**src/rtl/quaternion_to_euler_angles_unit_assert.svh**
```systemverilog
// Assertion macros for the quaternion to Euler angle unit.
// Included by the top level; no other dependencies.
`ifndef QUATERNION_TO_EULER_ANGLES_UNIT_ASSERT_SVH
`define QUATERNION_TO_EULER_ANGLES_UNIT_ASSERT_SVH
`ifndef ASSERT_OFF
// Antecedent implies consequent in the same cycle.
`define QTE_ASSERT_SAME(lbl, clk, rst_n, ant, cons, msg) \
    lbl: assert property (@(posedge clk) disable iff (!rst_n) (ant) |-> (cons)) \
        else $error(msg);
// Antecedent implies consequent in the next cycle.
`define QTE_ASSERT_NEXT(lbl, clk, rst_n, ant, cons, msg) \
    lbl: assert property (@(posedge clk) disable iff (!rst_n) (ant) |=> (cons)) \
        else $error(msg);
`else
`define QTE_ASSERT_SAME(lbl, clk, rst_n, ant, cons, msg)
`define QTE_ASSERT_NEXT(lbl, clk, rst_n, ant, cons, msg)
`endif
`endif

```
**src/rtl/qte_pkg.sv**
```systemverilog
// Shared types, constants and functions of the quaternion to Euler angle unit.
// No dependencies.
package qte_pkg;

    localparam int QUAT_W  = 16;
    localparam int CIN_W   = 35;   // width of an atan2 operand
    localparam int CW      = 62;   // CORDIC datapath width
    localparam int ZW      = 34;   // CORDIC angle accumulator width
    localparam int MW      = 59;   // magnitude window for normalization
    localparam int SQ_W    = 62;   // square root datapath width
    localparam int ROOT_W  = 31;
    localparam int SQ_STEPS = 31;
    localparam int NORM_STEPS = 6;
    localparam int ATAN_LEN = 24;

    localparam logic signed [ZW-1:0] PI_Q30 = 34'sd3373259426;

    typedef enum logic [1:0] {
        PC_GENERAL = 2'd0,
        PC_NORTH   = 2'd1,
        PC_SOUTH   = 2'd2
    } t_pole_case;

    typedef struct packed {
        logic signed [31:0]      s;
        logic signed [CIN_W-1:0] ycy;
        logic signed [CIN_W-1:0] ycx;
        logic signed [CIN_W-1:0] zcy;
        logic signed [CIN_W-1:0] zcx;
        t_pole_case              pc;
    } t_side;

    typedef struct packed {
        logic signed [CW-1:0] x;
        logic signed [CW-1:0] y;
        logic signed [ZW-1:0] z;
        logic                 zero;
    } t_cord;

    typedef struct packed {
        logic [SQ_W-1:0] v;
        logic [SQ_W-1:0] res;
    } t_sqrt;

    // Arctangent of 2^-i in radians with 30 fraction bits.
    function automatic logic signed [ZW-1:0] atan_q30(input int idx);
        logic signed [ZW-1:0] r;
        unique case (idx)
            0:  r = 34'sd843314857;
            1:  r = 34'sd497837829;
            2:  r = 34'sd263043837;
            3:  r = 34'sd133525159;
            4:  r = 34'sd67021687;
            5:  r = 34'sd33543516;
            6:  r = 34'sd16775851;
            7:  r = 34'sd8388437;
            8:  r = 34'sd4194283;
            9:  r = 34'sd2097149;
            10: r = 34'sd1048576;
            11: r = 34'sd524288;
            12: r = 34'sd262144;
            13: r = 34'sd131072;
            14: r = 34'sd65536;
            15: r = 34'sd32768;
            16: r = 34'sd16384;
            17: r = 34'sd8192;
            18: r = 34'sd4096;
            19: r = 34'sd2048;
            20: r = 34'sd1024;
            21: r = 34'sd512;
            22: r = 34'sd256;
            23: r = 34'sd128;
            default: r = '0;
        endcase
        return r;
    endfunction

    // Round an angle with 30 fraction bits to nearest (ties up) with 13.
    function automatic logic signed [17:0] round_q13(input logic signed [ZW:0] v);
        logic signed [ZW:0] t;
        t = v + 35'sd65536;
        return 18'(t >>> 17);
    endfunction

endpackage

```
**src/rtl/qte_sqrt_cell.sv**
```systemverilog
// One registered step of the integer square root chain.
// Depends on qte_pkg.
module qte_sqrt_cell #(
    parameter int BIT_POS = 60
) (
    input  logic           i_clk,
    input  logic           i_en,
    input  qte_pkg::t_sqrt i_d,
    output qte_pkg::t_sqrt o_d
);
    localparam logic [qte_pkg::SQ_W-1:0] BIT_VAL = qte_pkg::SQ_W'(1) << BIT_POS;

    qte_pkg::t_sqrt n_d;
    qte_pkg::t_sqrt r_d;
    logic [qte_pkg::SQ_W-1:0] w_trial;

    always_comb begin
        w_trial = i_d.res + BIT_VAL;
        if (i_d.v >= w_trial) begin
            n_d.v   = i_d.v - w_trial;
            n_d.res = (i_d.res >> 1) + BIT_VAL;
        end else begin
            n_d.v   = i_d.v;
            n_d.res = i_d.res >> 1;
        end
    end

    always_ff @(posedge i_clk) begin
        if (i_en) begin
            r_d <= n_d;
        end
    end

    assign o_d = r_d;
endmodule

```
**config.mk**
```make
export PLATFORM = sky130hd
export DESIGN_NAME = qte_sqrt_cell
export DESIGN_NICKNAME = d
export VERILOG_FILES = /design/src/rtl/quaternion_to_euler_angles_unit_assert.svh /design/src/rtl/qte_pkg.sv /design/src/rtl/qte_sqrt_cell.sv
export SDC_FILE = /design/constraint.sdc
export NUM_CORES = 1
export LEC_CHECK = 0
export BUFFER_PORTS_ARGS = -buffer_cell sky130_fd_sc_hd__buf_2
export CORE_MARGIN = 2
export CORE_UTILIZATION = 54
export DETAILED_ROUTE_END_ITERATION = 8
export HOLD_SLACK_MARGIN = 0.1
export PLACE_DENSITY = 0.82
export SYNTH_ARGS = -nofsm -noshare
export SYNTH_HDL_FRONTEND = slang
export SYNTH_SLANG_ARGS = --single-unit
```
**constraint.sdc**
```tcl
create_clock -name i_clk -period 5 [get_ports i_clk]
set_input_delay 1 -clock i_clk [delete_from_list [all_inputs] [get_ports i_clk]]
set_output_delay 1 -clock i_clk [all_outputs]
set_load 0.01 [all_outputs]
```
==> key figures, run 1 <==
Status
  – Result of the run: finished, final reports clean

Final layout
  – Design Area, Final: approximately 11000 um2
  – Fin nets: ~1.2k
  – Final std cells w/o fill: 1288
  – Ant diodes: 0
  – Layout area overhead: 20.4%
  – Fillers: between 1k and 1.5k
  – Share of cells above drive strength 1: about a third
  – Largest register FFs: about 120

Clock network
  – Total CTS buffers: 17
  – Clk slew on worst S/H paths: around 60 ps
  – Hold-fix buffers at CTS: 0
  – Clk Tree Root Cell: clkbuf_16
  – # clock sinks: approximately 120
  – Deepest clock path buffer count: 2
  – CTS tree: yes
  – Cts repair resizes: 0
  – # H-tree levels: 4
  – Setup bufs post-CTS: 0

Route
  – Antenna Nets Post-Route: 0
  – WL final: between 20 and 25 mm
  – DR top layer: met4
  – Wire per inst: roughly 17 um
  – Drt initial violations: about 540
  – DRC viols: 0
  – Vias: ~7.2k
  – Met3 wire len: 1.45 mm
  – Drt pass-1 iters: 6
  – Routed met1 length: about 9.3 mm
  – Vias per cell: ~5.6
  – Met2 wire length: ~11 mm

Setup path
  – Setup crit start kind: input pin
  – Slowest stage delay, CP: 470 ps
  – Data required, critical path: ~5200 ps
  – Critical path cell sequence: buf_2 > inv_1 > ha_1 > a21oi_1 > a211oi_1 > o211ai_1 > a211o_1 > a211oi_1 > o21ai_0 > a21oi_1 > a31oi_1 > xnor2_1 > mux2_4
  – Crit Path Category: input pin to flip-flop
  – CP Capture Type: flip-flop
  – Max FO, Critical Path: 5
  – WP data arrival: about 4400 ps
  – Critical path's slowest cell: a21oi_1

STA
  – Final worst-path cycle share: between 80% and 90%
  – Final Hold Fails: 0
  – Final Setup Violations: 0
  – Tmin final: between 4000 and 5000 ps
  – Fin worst setup slack: a little under 800 ps
  – Least-Margin Pin Slew: approximately 960 ps
  – Min Hold Slack: around 760 ps
  – Max Fclk: about 0.24 GHz
  – Final setup TNS: 0 ps
  – Unrepaired setup endpoints after global routing: false
  – Max_slew headroom: between 30% and 40%
  – Max Slew Vio Count: 0

Pwr
  – Pleak: approximately 5 nW
  – Peak supply drop: ~0.24 mV
  – Power Density: around 330 nW/um2

Synth
  – Synth unique cells: 68
  – Ys Warns: 0
  – Avg Cell Area, Syn: about 11 um2
  – Most common flop cell mapped by yosys: edfxtp_1
  – Synthesized instance count: approximately 820
  – Commonest cells post-synth: edfxtp_1, a21oi_1, inv_1, nand2_1, ha_1
  – Post-Syn Area: roughly 8900 um2
  – Most common cell in the netlist: edfxtp_1
  – Fraction of registers with async set/reset: 0%
  – Yosys top cell area share: a little over two fifths
  – Post-synth EDFFs: between 100 and 150
  – Area leader, netlist: edfxtp_1
  – Synthesized flop and latch total: ~120
  – Most area-consuming cells after synthesis: edfxtp_1, mux2_4, ha_1
  – Seq/Total Area, Yosys: a little over two fifths
  – Syn Nets: about 1.0k

Run
  – Total of max-cap violations: 0

Global routing
  – Vias in the first global route: approximately 7.2k
  – GRT Residual Overflow: 0
  – Largest net degree at the start of global routing: 73
  – Total GRT Usage: 24.8%
  – First-pass GRT wire length: around 35 mm
  – Initial antenna violation count: 0

Placement
  – Port Buffers: approximately 250
  – RD Place Congestion: around 0.90
  – Placed cell count: 1256
  – Placed cell areas: ~10000 um2
  – Post-Place Setup Slack: between 400 and 500 ps
  – Dpl hpwl: 16.9 mm

Floorplan
  – Die ar.: between 15000 and 20000 um2
  – Initial Util: 55.5%
  – Row count: between 40 and 50
  – Die span in y: between 100 and 150 um
  – Core area: ~16000 um2
  – Chip width: approximately 130 um
  – Top Ports: between 200 and 300

Worst hold path
  – Hold depth: 1
  – Hold Path Class: input pin to flip-flop
## per-stage QoR
stage               total power (W)  utilization (%)
floorplan                   0.00208                -
global placement            0.00236             63.3
detailed placement          0.00238             63.3
CTS                         0.00356             66.8
global route                0.00369             66.8
finish                      0.00355             66.8
## report_power, final
group | switching (W) | total (W) | leakage, nW | internal, W
clock network | 0.000451 | 0.00117 | 0.272 | 0.000723
logic | 0.000561 | 0.00105 | 3.46 | 0.000485
registers | 0.0000267 | 0.00133 | 1.21 | 0.00130
## cell families (layout without fill, tap and decap cells)
logic type,Yosys count,count (layout),share of synthesized area [%]
multiplexers,62,62,10.1
XOR/XNOR,61,61,6.02
AO/OA/AOI/OAI,230,230,16.7
flip-flops,124,124,41.9
buffers and inverters,110,360,6.86
AND/OR/NAND/NOR,172,172,9.34
adder cells (fa/ha/maj),63,63,8.96
## critical path: cells and delay by family
kind,cells,cell delay (ps)
AO/OA/AOI/OAI,8,2470
adder cells (fa/ha/maj),1,360
multiplexers,1,270
buffers and inverters,2,150
XOR/XNOR,1,150
## area by class of cell
cell class,instances,area [um2],area share [%]
clock buffers,18,429,4.02
multi-input cells,588,4550,42.5
well taps,216,270,2.53
repair buffers,254,1310,12.3
inverters,74,278,2.60
flip-flops and latches,124,3720,34.8
clock inverters,14,129,1.21
## worst paths after layout
path	start	endpoint	slack, ps
setup / recovery	i_d[2]	o_d[119]$_DFFE_PP_	780
hold / removal	i_d[8]	o_d[7]$_DFFE_PP_	760
## metal layers
layer	global-route usage [%]	vias to the layer above
met5	0	-
met4	9.62	0
met3	4.77	39
met2	42.5	295
met1	31.1	3374
li1	-	3500
## placed cells by master (no fill, tap or decap), drive strengths merged, types with 4 or more instances in the layout
cell type	instances
a211oi	7
a21boi	6
a21o	28
a21oi	85
a31oi	12
and2	7
and3	5
buf	254
clkbuf	18
clkinv	10
edfxtp	124
ha	62
inv	74
mux2	59
nand2	63
nand2b	4
nand3	11
nand4	20
nor2	34
nor2b	6
nor3	9
o211ai	8
o21a	7
o21ai	44
o21bai	11
o31ai	4
or3	4
xnor2	39
xor2	22
Note: power is estimated with default switching activity, not from simulation.
==> inputs of run 2 (changes only) <==
--- a/config.mk
+++ b/config.mk
@@ -7,10 +7,10 @@
 export LEC_CHECK = 0
 export BUFFER_PORTS_ARGS = -buffer_cell sky130_fd_sc_hd__buf_2
 export CORE_MARGIN = 2
-export CORE_UTILIZATION = 54
+export CORE_UTILIZATION = 48
 export DETAILED_ROUTE_END_ITERATION = 8
 export HOLD_SLACK_MARGIN = 0.1
-export PLACE_DENSITY = 0.82
+export PLACE_DENSITY = 0.77
 export SYNTH_ARGS = -nofsm -noshare
 export SYNTH_HDL_FRONTEND = slang
 export SYNTH_SLANG_ARGS = --single-unit
==> constraint.sdc (replaced) <==
create_clock -name i_clk -period 3.4 [get_ports i_clk]
set_input_delay 0.68 -clock i_clk [delete_from_list [all_inputs] [get_ports i_clk]]
set_output_delay 0.68 -clock i_clk [all_outputs]
set_load 0.01 [all_outputs]
==> run 2 against run 1 <==
  * Final cell count up 16%
  * Critical path depth up 1
  * Final area rose by 17%
  * Die area up 12%
  * Clock-buffer cell count grew 1
  * Wire length grew 15%
  * Sequential power grew 47%
  * First-iteration DRC count down 1.7%
  * Clock power increased by 40%
  * The run now ends with DRC left
  * Setup slack got worse by 700 ps
  * Critical path type unchanged
==> key figures, run 2 (same netlist as run 1, synthesis figures left out) <==
Floorplan
  – Die span in y: 140 um (+5.9%)
  – Core area: 18100 um2 (+13%)
  – Top Ports: 250 (unchanged)
  – Chip width: 140 um (+5.9%)
  – Initial Util: 49.1% (-6.4 points)
  – Row count: 49 (+6.5%)
  – Die ar.: 19600 um2 (+12%)

STA
  – Final worst-path cycle share: 97.7%
  – Min Hold Slack: 427 ps (-335 ps)
  – Tmin final: about 3300 ps
  – Max Slew Vio Count: 0 (unchanged)
  – Max_slew headroom: 56.5% (+20 points)
  – Final Hold Fails: 0 (unchanged)
  – Unrepaired setup endpoints after global routing: true
  – Max Fclk: between 0.3 and 0.4 GHz
  – Final setup TNS: 0 ps (unchanged)
  – Least-Margin Pin Slew: 648 ps (-310 ps)
  – Final Setup Violations: 0 (unchanged)

Final layout
  – Layout area overhead: 41.3%
  – Most frequent cells in the layout: buf_2, buf_4, edfxtp_1, a21oi_1, inv_1
  – Fin nets: 1449 (+16%)
  – Final Util: 69.4% (+2.6 points)
  – Most common cell after layout, fill and taps aside: buf_2
  – Ant diodes: 0 (unchanged)
  – Design Area, Final: 12500 um2 (+17%)
  – Largest register FFs: 124 (unchanged)
  – Share of cells above drive strength 1: 47.6% (+14 points)
  – Fillers: 1352 (+5.6%)

Pwr
  – Combinational power share: 35.2% (+5.7 points)
  – Sw Share: 29.8% (+0.45 points)
  – Clock power frac: 29.5% (-3.6 points)
  – Internal Dissipation: 0.00390 W (+55%)
  – Pleak: 5.95 nW (+20%)
  – Peak supply drop: 0.350 mV (+47%)
  – Switch Pwr: 0.00165 W (+59%)
  – Share of power burned in registers: 35.3% (-2.1 points)
  – Power Density: 442 nW/um2 (+33%)
  – Power Total: 0.00555 W (+56%)

Clock network
  – Total CTS buffers: 17 (unchanged)
  – Hold-fix buffers at CTS: 0 (unchanged)
  – # clock sinks: 124 (unchanged)
  – Clk Tree Root Cell: clkbuf_16
  – CTS tree: yes
  – Clk slew on worst S/H paths: 60 ps (about the same)
  – # H-tree levels: 4 (unchanged)
  – Deepest clock path buffer count: 2 (unchanged)

Status
  – Failing checks: DRC
  – Result of the run: finished with violations

Route
  – Wire per inst: 16.8 um (-1.2%)
  – Drt pass-1 iters: 9 (+3)
  – Drt initial violations: 534 (-1.7%)
  – Vias: 7982 (+11%)
  – DRC viols: 18 (+18)
  – Vias per cell: 5.32 (-4.8%)
  – WL final: 25.2 mm (+15%)
  – Antenna Nets Post-Route: 0 (unchanged)

Setup path
  – WP data arrival: 3490 ps (-910 ps)
  – Critical path's slowest cell: o32a_2
  – Crit Path Category: input pin to flip-flop
  – Data required, critical path: 3570 ps (-1600 ps)
  – CP Capture Type: flip-flop
  – Slowest stage delay, CP: 390 ps (-80 ps)
  – Max FO, Critical Path: 8 (+3)
  – Critical path cell sequence: buf_2 > ha_4 > nand4_1 > o311ai_4 > o32a_2 > o31a_4 > o2111ai_4 > a21oi_4 > a31oi_4 > o21ai_2 > a211oi_4 > buf_6 > clkbuf_16 > mux2_4
  – Setup crit start kind: input pin

Placement
  – Dpl hpwl: 19.9 mm (+18%)
  – Port Buffers: 249 (unchanged)
  – RD Place Congestion: 0.889 (-1.5%)
  – Placed cell areas: 11800 um2 (+17%)

Global routing
  – First-pass GRT wire length: 40.1 mm (+15%)
  – Largest net degree at the start of global routing: 70 (-4.1%)
  – Vias in the first global route: 8205 (+14%)
  – Total GRT Usage: 25.4% (+0.55 points)
  – Initial antenna violation count: 0 (unchanged)
  – GRT Residual Overflow: 0 (unchanged)

Worst hold path
  – Hold Path Class: input pin to flip-flop

Run
  – Total of max-cap violations: 0 (unchanged)
## run 2: cell count changes in the layout (fill, tap and decap cells not counted), sizes merged
cell	change
bufinv	-1
clkinv	-4
clkbuf	+2
buf	+200
clkinvlp	+1
## run 2: cell type report
| class | instances | area (um2) | share of cell area (%) |
|---|---|---|---|
| Inverter | 74 | 295 | 2.35 |
| Clock buffer | 19 | 433 | 3.45 |
| Timing Repair Buffer | 455 | 2890 | 23.1 |
| Sequential cell | 124 | 3720 | 29.7 |
| Clock inverter | 10 | 78.8 | 0.628 |
| Tap cell | 229 | 287 | 2.28 |
| Multi-Input combinational cell | 588 | 4840 | 38.5 |
## run 2: worst paths after layout
| kind | depth (start not counted) | start | endpoint | slack, ps |
|---|---|---|---|---|
| min | 1 | i_d[11] | o_d[10]$_DFFE_PP_ | 430 |
| max | 14 | i_d[72] | o_d[84]$_DFFE_PP_ | 80 |
## run 2: worst max-delay path: cells and delay by family
family                     cells  cell delay, ps
muxes                          1             290
AOI/OAI and AO/OA              8            1560
adders and majority gates      1             280
and+or+nand+nor                1             150
buffers and inverters          3             510
## run 2: through the flow
step	worst slack, ps	cells
global route	-17.1	1499
CTS	4.87	1493
finish	77.8	1499
global placement	-546	1464
floorplan	-211	822
detailed placement	-545	1464
## run 2: what timing repair did
action,in CTS,in global routing
setup buffers,0,5
gates resized for setup,3,34
gates cloned,0,1
pin swaps,1,16
setup endpoints to repair,2,60
## run 2: power by group through the flow
stage               Clock, W  Combinational [W]  Sequential [W]
finish               0.00164            0.00195         0.00196
global route         0.00171            0.00210         0.00197
CTS                  0.00166            0.00188         0.00196
detailed placement         0            0.00187         0.00199
global placement           0            0.00183         0.00198
floorplan                  0            0.00100         0.00209
## run 2: layer usage
metal	wire length, um	part of all wire (%)	global-route usage [%]	vias to the layer above
li1	-	-	-	3893
met5	0	0	0	-
met4	327	1.3	7.28	0
met1	10900	43	32.0	3795
met2	12600	50	44.5	266
met3	1390	5.5	4.96	28
==> inputs of run 3 (changes only) <==
--- a/config.mk
+++ b/config.mk
@@ -7,10 +7,10 @@
 export LEC_CHECK = 0
 export BUFFER_PORTS_ARGS = -buffer_cell sky130_fd_sc_hd__buf_2
 export CORE_MARGIN = 2
-export CORE_UTILIZATION = 48
+export CORE_UTILIZATION = 54
 export DETAILED_ROUTE_END_ITERATION = 8
 export HOLD_SLACK_MARGIN = 0.1
-export PLACE_DENSITY = 0.77
+export PLACE_DENSITY = 0.82
 export SYNTH_ARGS = -nofsm -noshare
 export SYNTH_HDL_FRONTEND = slang
 export SYNTH_SLANG_ARGS = --single-unit
==> constraint.sdc (replaced) <==
create_clock -name i_clk -period 3.3 [get_ports i_clk]
set_input_delay 0.66 -clock i_clk [delete_from_list [all_inputs] [get_ports i_clk]]
set_output_delay 0.66 -clock i_clk [all_outputs]
set_load 0.01 [all_outputs]
==> run 3 against run 2 <==
  * Largest cell class unchanged
  * The flow now finishes without violations
  * First-iteration DRC count increased by 31%
  * Total power up 9.3%
  * Final cell count rose by 0.53%
  * Sequential power is 3% higher
  * Global-route usage is 4.5 points higher
  * Via count increased by 5.3%
  * Setup slack worse by 72 ps
==> key figures, run 3 (same netlist as run 1, synthesis figures left out) <==
Status
  – Result of the run: finished, final reports clean

Final layout
  – Share of cells above drive strength 1: 49.8% (+2.2 points)
  – Fillers: 971 (-28%)
  – Design Area, Final: 13000 um2 (+3.4%)
  – Fin nets: 1467 (+1.2%)
  – Most frequent cells in the layout: buf_2, buf_4, edfxtp_1, a21oi_1, inv_1
  – Ant diodes: 0 (unchanged)
  – Final Util: 81.1% (+12 points)
  – Layout area overhead: 46.1%
  – Largest register FFs: 124 (unchanged)
  – Final std cells w/o fill: 1507 (+0.53%)
  – Most common cell after layout, fill and taps aside: buf_2

STA
  – Max Slew Vio Count: 0 (unchanged)
  – Unrepaired setup endpoints after global routing: true
  – Max_slew headroom: 56.7% (+0.22 points)
  – Least-Margin Pin Slew: 645 ps (-3.34 ps)
  – Tmin final: ~3300 ps
  – Final Setup Violations: 0 (unchanged)
  – Final worst-path cycle share: between 90% and 100%
  – Final Hold Fails: 0 (unchanged)
  – Max Fclk: about 0.3 GHz

Worst hold path
  – HP Start: i_d[11]
  – Hold endpoint: o_d[10]$_DFFE_PP_
  – Hold Path Class: input pin to flip-flop
  – Hold depth: 1 (unchanged)

Clock network
  – Total CTS buffers: 17 (unchanged)
  – Clk slew on worst S/H paths: 60 ps (about the same)
  – # H-tree levels: 4 (unchanged)
  – Clk Tree Root Cell: clkbuf_16
  – # clock sinks: 124 (unchanged)
  – CTS tree: yes
  – Deepest clock path buffer count: 2 (unchanged)

Placement
  – Port Buffers: 249 (unchanged)
  – RD Place Congestion: 0.912 (+2.6%)
  – Placed cell count: 1456 (-0.55%)
  – Dpl hpwl: 20.0 mm (+0.24%)
  – Placed cell areas: 11800 um2 (+0.15%)

Route
  – Vias: 8405 (+5.3%)
  – Drt pass-1 iters: 5 (-4)
  – Vias per cell: 5.58 (+4.7%)
  – DRC viols: 0 (-18)
  – Antenna Nets Post-Route: 0 (unchanged)
  – WL final: 28.0 mm (+11%)
  – Drt initial violations: 697 (+31%)
  – Wire per inst: 18.6 um (+11%)

Setup path
  – CP Capture Type: flip-flop
  – Critical path's slowest cell: o32a_2
  – Slowest stage delay, CP: 350 ps (-40 ps)
  – Critical path cell sequence: buf_2 > ha_4 > a21oi_4 > o311ai_4 > o32a_2 > o31a_4 > o2111ai_4 > a21oi_4 > a31oi_4 > o21ai_2 > a211oi_4 > buf_6 > clkbuf_16 > mux2_4
  – Max FO, Critical Path: 8 (unchanged)
  – Crit Path Category: input pin to flip-flop
  – Setup crit start kind: input pin
  – WP data arrival: 3470 ps (-20 ps)
  – Data required, critical path: 3470 ps (-100 ps)
  – Cell mode on critical path: a21oi_4

Pwr
  – Power Density: 467 nW/um2 (+5.7%)
  – Pleak: 6.09 nW (+2.5%)
  – Peak supply drop: 0.373 mV (+6.5%)

Run
  – Total of max-cap violations: 0 (unchanged)

Global routing
  – Vias in the first global route: 8478 (+3.3%)
  – Total GRT Usage: 29.9% (+4.5 points)
  – GRT Residual Overflow: 0 (unchanged)
  – Largest net degree at the start of global routing: 73 (+4.3%)
  – Initial antenna violation count: 1 (+1)
  – First-pass GRT wire length: 41.8 mm (+4.1%)

Floorplan
  – Core area: 16000 um2 (-12%)
  – Top Ports: 250 (unchanged)
  – Initial Util: 55.5% (+6.4 points)
  – Row count: 46 (-6.1%)
  – Die ar.: 17500 um2 (-11%)
  – Chip width: 132 um (-5.6%)
  – Die span in y: 132 um (-5.6%)
run 3: cell types whose count changed in the layout (fill, tap and decap cells not counted), moves of 4 or more:
cell / delta
ha_1: -8
buf_2: -4
buf_4: +17
ha_4: +8
run 3: power by group:
part	switching (W)	total [W]	leakage (nW)	internal, W
Clock	0.000726	0.00190	0.282	0.00118
Combinational	0.00104	0.00214	4.60	0.00109
Sequential	0.0000508	0.00202	1.21	0.00197
run 3: cell type report:
cell class | instances | area, um2 | share of cell area [%]
Multi-Input combinational cell | 588 | 5010 | 38.6
Sequential cell | 124 | 3720 | 28.7
Timing Repair Buffer | 473 | 3090 | 23.8
Clock buffer | 19 | 433 | 3.34
Inverter | 74 | 300 | 2.31
Tap cell | 216 | 270 | 2.08
Clock inverter | 13 | 150 | 1.16
run 3: per-stage QoR:
stage                     setup TNS (ps)  setup slack [ps]  power (W)  hold slack, ps
after floorplan                   -16730              -291    0.00319             759
after CTS                              0              4.71    0.00589             410
after detailed placement          -28710              -540    0.00398             853
after global routing               -1120             -63.7    0.00628             394
after global placement            -23990              -568    0.00392             852
final                                  0              6.05    0.00606             398
run 3: worst max-delay path, delay by kind of cell:
kind	cells	cell delay [ps]
mux	1	300
fa+ha+maj	1	270
buf+inv	3	550
compound gates	9	1680
run 3: what timing repair did:
action                                 CTS  global route
buffers inserted                         1            15
endpoints found under the hold margin    0             0
setup endpoints to repair               59            59
pin swaps                                7            38
hold buffers                             0             0
resized for setup                       12            61
cloned                                   0             3
run 3: metal layers:
| metal | vias to the layer above | part of all wire (%) | global-route usage [%] |
|---|---|---|---|
| li1 | 3929 | - | - |
| met4 | 0 | 3.2 | 11.4 |
| met1 | 4005 | 39 | 35.2 |
| met3 | 82 | 6.2 | 6.65 |
| met5 | - | 0 | 0 |
| met2 | 389 | 51 | 53.3 |
run 3: worst max path at each step:
stage            start                 end  slack, ps  cells past startpoint
3_3_place_gp    i_d[1]  o_d[117]$_DFFE_PP_       -570                     15
5_1_grt         i_d[1]  o_d[107]$_DFFE_PP_        -60                     15
6_report       i_d[69]   o_d[93]$_DFFE_PP_          6                     14
4_1_cts        i_d[11]   o_d[81]$_DFFE_PP_          5                     15
3_5_place_dp    i_d[6]  o_d[117]$_DFFE_PP_       -540                     15
2_1_floorplan  i_d[71]  o_d[101]$_DFFE_PP_       -290                     13
